$ cat config.mk
export PLATFORM = sky130hd
export DESIGN_NAME = smdr_div
export DESIGN_NICKNAME = d
export VERILOG_FILES = /design/src/rtl/core/smdr_pkg.sv /design/src/rtl/core/smdr_div.sv
export SDC_FILE = /design/constraint.sdc
export NUM_CORES = 1
export LEC_CHECK = 0
export BUFFER_PORTS_ARGS = -buffer_cell sky130_fd_sc_hd__buf_2
export CAP_MARGIN = 20
export CORE_MARGIN = 2
export CORE_UTILIZATION = 45
export DETAILED_ROUTE_END_ITERATION = 10
export PLACE_DENSITY = 0.73
export SKIP_CTS_REPAIR_TIMING = 1
export SLEW_MARGIN = 20
export SYNTH_ARGS = -nofsm -noshare
export SYNTH_HDL_FRONTEND = slang
export SYNTH_SLANG_ARGS = --single-unit
$ cat constraint.sdc
create_clock -name clk_i -period 3.79 [get_ports clk_i]
set_input_delay 0.1895 -clock clk_i [delete_from_list [all_inputs] [get_ports clk_i]]
set_output_delay 0.1895 -clock clk_i [all_outputs]
set_load 0.01 [all_outputs]
$ cat src/rtl/core/smdr_pkg.sv
// ----------------------------------------------------------------------------
// smdr_pkg
// Shared constants, widths and types for the median and decile ratio block.
// ----------------------------------------------------------------------------
package smdr_pkg;

  localparam int MAX_ITEMS   = 256;
  localparam int ADDR_W      = (MAX_ITEMS > 1) ? $clog2(MAX_ITEMS) : 1;
  localparam int CNT_W       = $clog2(MAX_ITEMS + 1);

  localparam int VALUE_W     = 31;
  localparam int RATIO_W     = 40;
  localparam int COUNT_W     = 9;

  localparam int DEC_MAX     = MAX_ITEMS / 10;
  localparam int SUM_W       = VALUE_W + $clog2(DEC_MAX + 1);
  localparam int DIV_CNT_W   = $clog2(SUM_W + 1);

  // floor(n / 10) as (n * 52429) >> 19, exact for n below 43699
  localparam int DIV10_MUL   = 52429;
  localparam int DIV10_SHIFT = 19;
  localparam int PROD_W      = CNT_W + 16;

  localparam int IN_TDATA_W  = ((VALUE_W + 7) / 8) * 8;
  localparam int OUT_FIELD_W = VALUE_W + RATIO_W + COUNT_W;
  localparam int OUT_TDATA_W = ((OUT_FIELD_W + 7) / 8) * 8;
  localparam int OUT_TUSER_W = 2;

  typedef enum logic [2:0] {
    S_IDLE,
    S_INS,
    S_MED,
    S_MEDW,
    S_SUM,
    S_DIV,
    S_DIVW,
    S_DONE
  } state_e;

endpackage

$ cat src/rtl/core/smdr_div.sv
// ----------------------------------------------------------------------------
// smdr_div
// Restoring divider: one quotient bit per cycle through a shared subtractor.
// ----------------------------------------------------------------------------
module smdr_div (
  input  logic                      clk_i,
  input  logic                      rst_ni,
  input  logic                      start_i,
  input  logic [smdr_pkg::SUM_W-1:0] dividend_i,
  input  logic [smdr_pkg::SUM_W-1:0] divisor_i,
  output logic                      done_o,
  output logic [smdr_pkg::SUM_W-1:0] quotient_o
);

  localparam int W = smdr_pkg::SUM_W;

  logic                             busy_q, busy_d;
  logic                             done_q, done_d;
  logic [smdr_pkg::DIV_CNT_W-1:0]   cnt_q, cnt_d;
  logic [W-1:0]                     rem_q, rem_d;
  logic [W-1:0]                     quo_q, quo_d;
  logic [W-1:0]                     dsr_q, dsr_d;
  logic [W:0]                       shifted;
  logic [W:0]                       diff;

  always_comb begin
    busy_d  = busy_q;
    done_d  = 1'b0;
    cnt_d   = cnt_q;
    rem_d   = rem_q;
    quo_d   = quo_q;
    dsr_d   = dsr_q;
    shifted = {rem_q, quo_q[W-1]};
    diff    = shifted - {1'b0, dsr_q};
    if (start_i) begin
      busy_d = 1'b1;
      cnt_d  = '0;
      rem_d  = '0;
      quo_d  = dividend_i;
      dsr_d  = divisor_i;
    end else if (busy_q) begin
      if (!diff[W]) begin
        rem_d = diff[W-1:0];
        quo_d = {quo_q[W-2:0], 1'b1};
      end else begin
        rem_d = shifted[W-1:0];
        quo_d = {quo_q[W-2:0], 1'b0};
      end
      cnt_d = cnt_q + smdr_pkg::DIV_CNT_W'(1);
      if (cnt_q == smdr_pkg::DIV_CNT_W'(W - 1)) begin
        busy_d = 1'b0;
        done_d = 1'b1;
      end
    end
  end

  always_ff @(posedge clk_i or negedge rst_ni) begin
    if (!rst_ni) begin
      busy_q <= 1'b0;
      done_q <= 1'b0;
      cnt_q  <= '0;
    end else begin
      busy_q <= busy_d;
      done_q <= done_d;
      cnt_q  <= cnt_d;
    end
  end

  always_ff @(posedge clk_i) begin
    rem_q <= rem_d;
    quo_q <= quo_d;
    dsr_q <= dsr_d;
  end

  assign done_o     = done_q;
  assign quotient_o = quo_q;

endmodule

* Word-level counts from Yosys, hierarchy flattened
Cells that the tools add are included.
Word-level totals: input port bits 75, flip-flop bits (word level) 116, word-level logic and storage cells 22, output and inout bits 37
Cells by class: add/sub/neg operators 2, reductions and logical operators 1, equality and inequality tests 1, multiplexer cells 12
Operator list (count):
- $mux W36 | 3
- $sub A37 B36 Y37 | 1
- $mux W6 | 2
- $mux W1 | 7
- $add A6 B1 Y6 const B | 1
- $eq A6 B6 Y1 const B | 1
- $reduce_bool A2 Y1 | 1

* Depth between registers and ports, before layout
Gate-level depths: netlist of the first run.
depth in word-level cells 4, depth in mapped cells 14, mapped depth without buffers 13

* Worst setup path after synthesis of the first run
Ideal clock, no wire load.
path type reg2reg, start point reg quo_q[35] (netlist: quotient_o[35]), end point reg rem_q[11], path slack 690 ps, cell stages (with the launch flop) 14, library setup time 91 ps, period minus slack after synthesis 3100 ps, arrival time 3009 ps, cells stage by stage edfxtp_1 > inv_1 > ha_1 > fa_1 > nand2b_1 > a21oi_1 > o311a_1 > o211ai_2 > a31oi_2 > a41o_1 > buf_6 > xnor2_4 > a2111o_1 > a311oi_1
Between the ends: word-level cells in the longest chain between the ends 2
Ends and longest elaborated chain:
- start, declared | line smdr_div.sv:21 | logic [W-1:0] quo_q, quo_d;
- start signal, assigned | line smdr_div.sv:71 | quo_q <= quo_d;
- $sub A37 B36 Y37 | line smdr_div.sv:34 | diff = shifted - {1'b0, dsr_q};
- $mux W36 | line smdr_div.sv:42 | if (!diff[W]) begin
- end signal, assigned | line smdr_div.sv:70 | rem_q <= rem_d;
- end, declared | line smdr_div.sv:20 | logic [W-1:0] rem_q, rem_d;
Every way passes these cells. A chain may end at the register's enable or synchronous reset.

* Worst setup path in the final report of the first run
start point reg quo_q[35] (netlist: quotient_o[35]), end point reg rem_q[3]
The elaborated chain is that of the path after synthesis.

==> results of run 1 <==
[state kept, by name, indices dropped and copies added, names as in the netlist]
name and cells:
dsr_q 36, quotient_o 36, rem_q 36, cnt_q 6, busy_q 1, done_o 1
[Yosys cell counts, types with 6 or more instances]
cell,n,area (um2)
a21o_1,24,180
a21oi_1,33,165
a311oi_1,28,245
a31oi_1,9,56.3
and3_1,9,56.3
clkbuf_1,18,67.6
dfrtp_1,8,200
dfxtp_1,36,721
edfxtp_1,72,2160
ha_1,37,463
inv_1,47,176
mux2_2,35,394
nand2_1,85,319
nand2b_1,7,43.8
nand3_1,18,90.1
nor2_1,61,229
o21a_1,6,45.0
o21ai_0,26,130
or3_1,6,37.5
xnor2_1,16,140
xor2_1,9,78.8
[final timing paths]
path	depth (start not counted)	end	start
setup / recovery	13	rem_q[3]	quotient_o[35]
hold / removal	3	quotient_o[0]	dividend_i[0]
setup reg to reg	13	rem_q[3]	quotient_o[35]
hold reg to reg	2	rem_q[7]	rem_q[6]
max in group asynchronous	2	busy_q	rst_ni
min in group asynchronous	2	cnt_q[2]	rst_ni
[worst max-delay path, stage by stage (launching register included)]
cell and delay (ns):
edfxtp_1 0.36, inv_1 0.05, ha_1 0.21, fa_1 0.38, nand2b_1 0.20, a21oi_1 0.26, o311a_1 0.26, o211ai_2 0.13
a31oi_2 0.26, a41o_2 0.39, xnor2_4 0.25, buf_4 0.30, nand2_1 0.08, a311oi_1 0.28
[power breakdown]
part           switching (W)  internal (W)
clock network       0.000569       0.00116
registers           0.000155       0.00157
logic                0.00113      0.000890
[logic make-up after synthesis]
family	Yosys count
AOI/OAI and AO/OA	168
DFF	116
muxes	37
adders and majority gates	38
and+or+nand+nor	208
xor gates and xnor gates	27
buffers and inverters	76
[metrics by stage]
| stage | instance area (um2) | total power [W] | std cells | utilization | hold WS [ns] |
|---|---|---|---|---|---|
| after floorplan | 6710 | 0.00330 | 670 | - | -0.106 |
| after global placement | 7420 | 0.00370 | 945 | 0.511 | 0.0411 |
| after detailed placement | 7420 | 0.00373 | 945 | 0.511 | 0.0377 |
| after CTS | 8050 | 0.00549 | 977 | 0.554 | -0.422 |
| after global routing | 8420 | 0.00585 | 1014 | 0.579 | 0.0503 |
| final | 8420 | 0.00548 | 1014 | 0.579 | 0.0642 |
[metal layers]
layer | wire [um] | vias to the layer above | part of all wire
met5 | 0 | - | 0
met4 | 246 | 0 | 0.016
met3 | 988 | 21 | 0.066
met2 | 6860 | 172 | 0.46
met1 | 6900 | 2554 | 0.46
li1 | - | 2755 | -
[cells in the final DEF (no fill, tap or decap), types with 26 or more instances in the layout]
master	count
inv_1	47
buf_2	110
mux2_2	35
a21oi_1	33
o21ai_0	26
dfxtp_1	36
a311oi_1	28
dlygate4sd3_1	37
edfxtp_1	72
ha_1	37
nand2_1	85
nor2_1	61
[area by class of cell]
type	count	area, um2	area share
multi-input cells	478	3310	0.393
flip-flops and latches	116	3080	0.366
repair buffers	157	996	0.118
clock buffers	22	444	0.0527
well taps	184	230	0.0273
clock inverters	10	183	0.0217
inverters	47	176	0.0210
==> flow_metrics.tcl, run 1 <==
set metrics [dict create \
    status "completed" \
    synth-seq-cells 116 \
    async_flop_share 0.0690 \
    synthFlopType "edfxtp_1" \
    reg2reg_slack_ns 0.27 \
    nets 930 \
    slew_violations 0 \
    wl_per_cell_um 14.8 \
    n_fill_cell 1297 \
    dieArea_um2 15900 \
    ant_nets 0 \
    finalSetupViolCount 0 \
    synth-adder-area-share 0.0719 \
    drc 0 \
    required_ns 4.11 \
    start_util 0.462 \
    critPathLaunchType "flip-flop" \
    row_count 44 \
    synth_edf_count 72 \
    viasPerCell 5.43 \
    grt_usage 0.194 \
    die_y_um 126 \
    n_antenna_cell 0 \
    cts.path.max_buffers 2 \
    skew_ns 0.0123 \
    cts_tree "yes" \
    syn-instance-count 670 \
    gp_routability_congestion 0.837 \
    numCtsBuffers 17 \
    tns_ns 0 \
    grt_pass1_vias 5327 \
    synth_top_family_by_area "compound AO/OA/AOI/OAI gates" \
    crit_fanout 14 \
    h-tree-depth 4 \
    synth_mux_area_frac 0.0617 \
    worst_ep_arrival_time_ns 3.84 \
    top_usage_layer "met2" \
    syn_avg_cell_area_um2 10.0 \
    core-area_um2 14500 \
    slew_headroom 0.570 \
    powerDensity_nw_per_um2 651 \
    place_hpwl_um 10500 \
    wl_um 15000 \
    fin_ws_ns 0.274 \
    synth-seq-area-share 0.459 \
    syn_nets 783 \
    max_freq_mhz 284 \
    synth-compound-area-share 0.181 \
    worstSetupPathType "reg -> reg" \
    synthesis.area_um2 6710 \
    grt-ovfl-total 0 \
    grt_pass1_wl_um 25000 \
    clk_pin_slew_ns 0.06 \
    hold_path.class "in -> reg" \
    drive_above_1_share 0.240 \
    use_met3 0.0688 \
    leakage_nw 3.77 \
    tightest_slew_ns 0.645 \
    port_buffers 111 \
    yosysWarnings 0 \
    areaGrowthSynthToFinish_pct 25.4 \
    drt_iter0_markers 357 \
    insertion_delay_ns 0.42 \
    antenna_found_initial 0 \
    synthXorXnorAreaFrac 0.0408 \
    fin_crit_sh 0.928 \
    rsz0062_at_grt "false" \
    synth-simple-area-share 0.137 \
    grt_max_degree 67 \
    clock-sinks 116 \
    dr_total_vias 5502 \
    finalHoldViolCount 0 \
    drv_cap 0 \
    met2_usage 0.305 \
    min_period_ns 3.52 \
    drt_pass1_iterations 5 \
    fp.dieW_um 126 \
    place_ws_ns 0.193 \
    met1_usage 0.246 \
    ir_worst_vdd_mv 0.425 \
    root_buffer "clkbuf_16" \
    io_pins 112 \
    end_kind "flip-flop" \
    ys_types 68 \
]
Power figures use the tool's default switching activity.
==> run 2: changes to the inputs <==
--- a/config.mk
+++ b/config.mk
@@ -5,12 +5,14 @@
 export SDC_FILE = /design/constraint.sdc
 export NUM_CORES = 1
 export LEC_CHECK = 0
+export ABC_AREA = 1
 export BUFFER_PORTS_ARGS = -buffer_cell sky130_fd_sc_hd__buf_2
 export CAP_MARGIN = 20
 export CORE_MARGIN = 2
 export CORE_UTILIZATION = 45
+export CTS_CLUSTER_SIZE = 28
 export DETAILED_ROUTE_END_ITERATION = 10
-export PLACE_DENSITY = 0.73
+export PLACE_DENSITY = 0.72
 export SKIP_CTS_REPAIR_TIMING = 1
 export SLEW_MARGIN = 20
 export SYNTH_ARGS = -nofsm -noshare
==> flow_metrics.tcl, run 2 <==
set metrics [dict create \
    cts_tree "yes" \
    nets 1372 \
    grt_pass1_vias 6646 \
    synthFlopType "edfxtp_1" \
    gp_routability_congestion 0.948 \
    grt-ovfl-total 0 \
    synth_mux_area_frac 0 \
    synth-seq-area-share 0.399 \
    tightest_slew_ns 1.06 \
    min_period_ns 2.53 \
    viasPerCell 4.73 \
    grt_max_degree 42 \
    drive_above_1_share 0.154 \
    synth_common_cells "nand2_1, inv_1, edfxtp_1, nor2_1, nand3_1" \
    root_buffer "clkbuf_16" \
    status "completed" \
    die_y_um 135 \
    top_usage_layer "met2" \
    place_hpwl_um 14300 \
    yosysWarnings 0 \
    final_cell_mix "nand2_1, inv_1, buf_2" \
    start_util 0.463 \
    synth-adder-area-share 0.0625 \
    dr_total_vias 7060 \
    clock-sinks 116 \
    core-area_um2 16700 \
    syn_avg_cell_area_um2 6.97 \
    synth-compound-area-share 0.0450 \
    synth-simple-area-share 0.353 \
    syn_nets 1222 \
    rsz0062_at_grt "false" \
    power.total_w 0.00376 \
    io_pins 112 \
    synthesis.area_um2 7730 \
    fp.dieW_um 135 \
    dieArea_um2 18200 \
    hold_path.class "in -> reg" \
    worst_ep_arrival_time_ns 2.85 \
    slew_violations 0 \
    wl_um 19400 \
    ant_nets 0 \
    numCtsBuffers 17 \
    grt_usage 0.217 \
    multiInputGateArea_um2 3730 \
    synth_top_family_by_area "simple AND/OR/NAND/NOR gates" \
    row_count 47 \
    synth_area_leaders "edfxtp_1, nand2_1, inv_1" \
    met2_usage 0.351 \
    cts.path.max_buffers 2 \
    grt_pass1_wl_um 31500 \
    port_buffers 111 \
    tns_ns 0 \
    synth_edf_count 72 \
    critPathLaunchType "flip-flop" \
    finalHoldViolCount 0 \
    wl_per_cell_um 13.0 \
    drt_iter0_markers 432 \
    met1_usage 0.291 \
    insertion_delay_ns 0.43 \
    syn-instance-count 1109 \
    drt_pass1_iterations 5 \
    async_flop_share 0.0690 \
    antenna_found_initial 0 \
    required_ns 4.11 \
    yosysMostFrequentCell "nand2_1" \
    drc 0 \
    leakage_nw 5.19 \
    synth_top_area_frac 0.280 \
    use_met3 0.0450 \
    ir_worst_vdd_mv 0.336 \
    synthXorXnorAreaFrac 0.0215 \
    fin_ws_ns 1.26 \
    fin_crit_sh 0.669 \
    n_antenna_cell 0 \
    yosysTopAreaCell "edfxtp_1" \
    skew_ns 0.0132 \
    seq_area_um2 3080 \
    worstSetupPathType "reg -> reg" \
    ys_types 33 \
    place_ws_ns 1.28 \
    hold_ws_ns 0.0217 \
    mostFrequentLayoutCell "nand2_1" \
    finalSetupViolCount 0 \
    n_fill_cell 1598 \
    h-tree-depth 4 \
    clk_pin_slew_ns 0.07 \
    end_kind "flip-flop" \
    max_freq_mhz 395 \
    powerDensity_nw_per_um2 401 \
    drv_cap 0 \
    synth-seq-cells 116 \
    slew_headroom 0.293 \
    crit_fanout 33 \
    areaGrowthSynthToFinish_pct 21.6 \
]
## run 2: cell type report
type | instances | area share
clock buffer | 17 | 0.0453
clock inverter | 15 | 0.0157
tap | 220 | 0.0293
multi-input combinational | 765 | 0.397
inverter | 207 | 0.0827
timing repair buffer | 152 | 0.102
sequential | 116 | 0.328
## run 2: cells by family (layout without fill, tap and decap cells)
family / after synthesis / in the layout
AO/OA/AOI/OAI: 63 / 63
XOR/XNOR: 19 / 19
adder cells (fa/ha/maj): 38 / 38
buffers and inverters: 228 / 391
flip-flops: 116 / 116
AND/OR/NAND/NOR: 645 / 645
## run 2: final timing paths
check | start | to | slack (ns) | cells after the start
setup / recovery | quotient_o[35] | rem_q[18] | 1.26 | 15
hold / removal | dividend_i[4] | quotient_o[4] | 0.02 | 3
setup reg to reg | quotient_o[35] | rem_q[18] | 1.26 | 15
hold reg to reg | rem_q[14] | rem_q[14] | 0.47 | 2
max in group asynchronous | rst_ni | cnt_q[3] | 3.48 | 2
min in group asynchronous | rst_ni | busy_q | 0.13 | 2
## run 2: routing by layer
metal	up-vias	wire length, um
met3	24	899
met2	177	8880
li1	3712	-
met5	-	0
met1	3147	9330
met4	0	240
## run 2: where the power goes
part           internal, W  switching, W  total [W]
clock             0.000878      0.000712    0.00159
sequential         0.00144     0.0000481    0.00149
combinational     0.000262      0.000423   0.000685
total              0.00258       0.00118    0.00376
## run 2: per-stage QoR
step	utilization	cells	cell area, um2
6_report	0.562	1492	9390
4_1_cts	0.540	1455	9020
3_5_place_dp	0.506	1423	8450
5_1_grt	0.562	1492	9390
2_1_floorplan	-	1109	7730
3_3_place_gp	0.506	1423	8450
## run 2: worst max-delay path, stage by stage, from the launching register on
cell      delay, ns
edfxtp_1       0.34
inv_1          0.07
ha_1           0.22
fa_1           0.40
inv_1          0.09
nand3_1        0.07
nand3_1        0.16
nand2_1        0.10
nand3_2        0.14
nand2_4        0.09
nand2_4        0.09
nand2_4        0.07
nand2_4        0.32
nand2_1        0.10
nand3_1        0.09
nand2_1        0.07
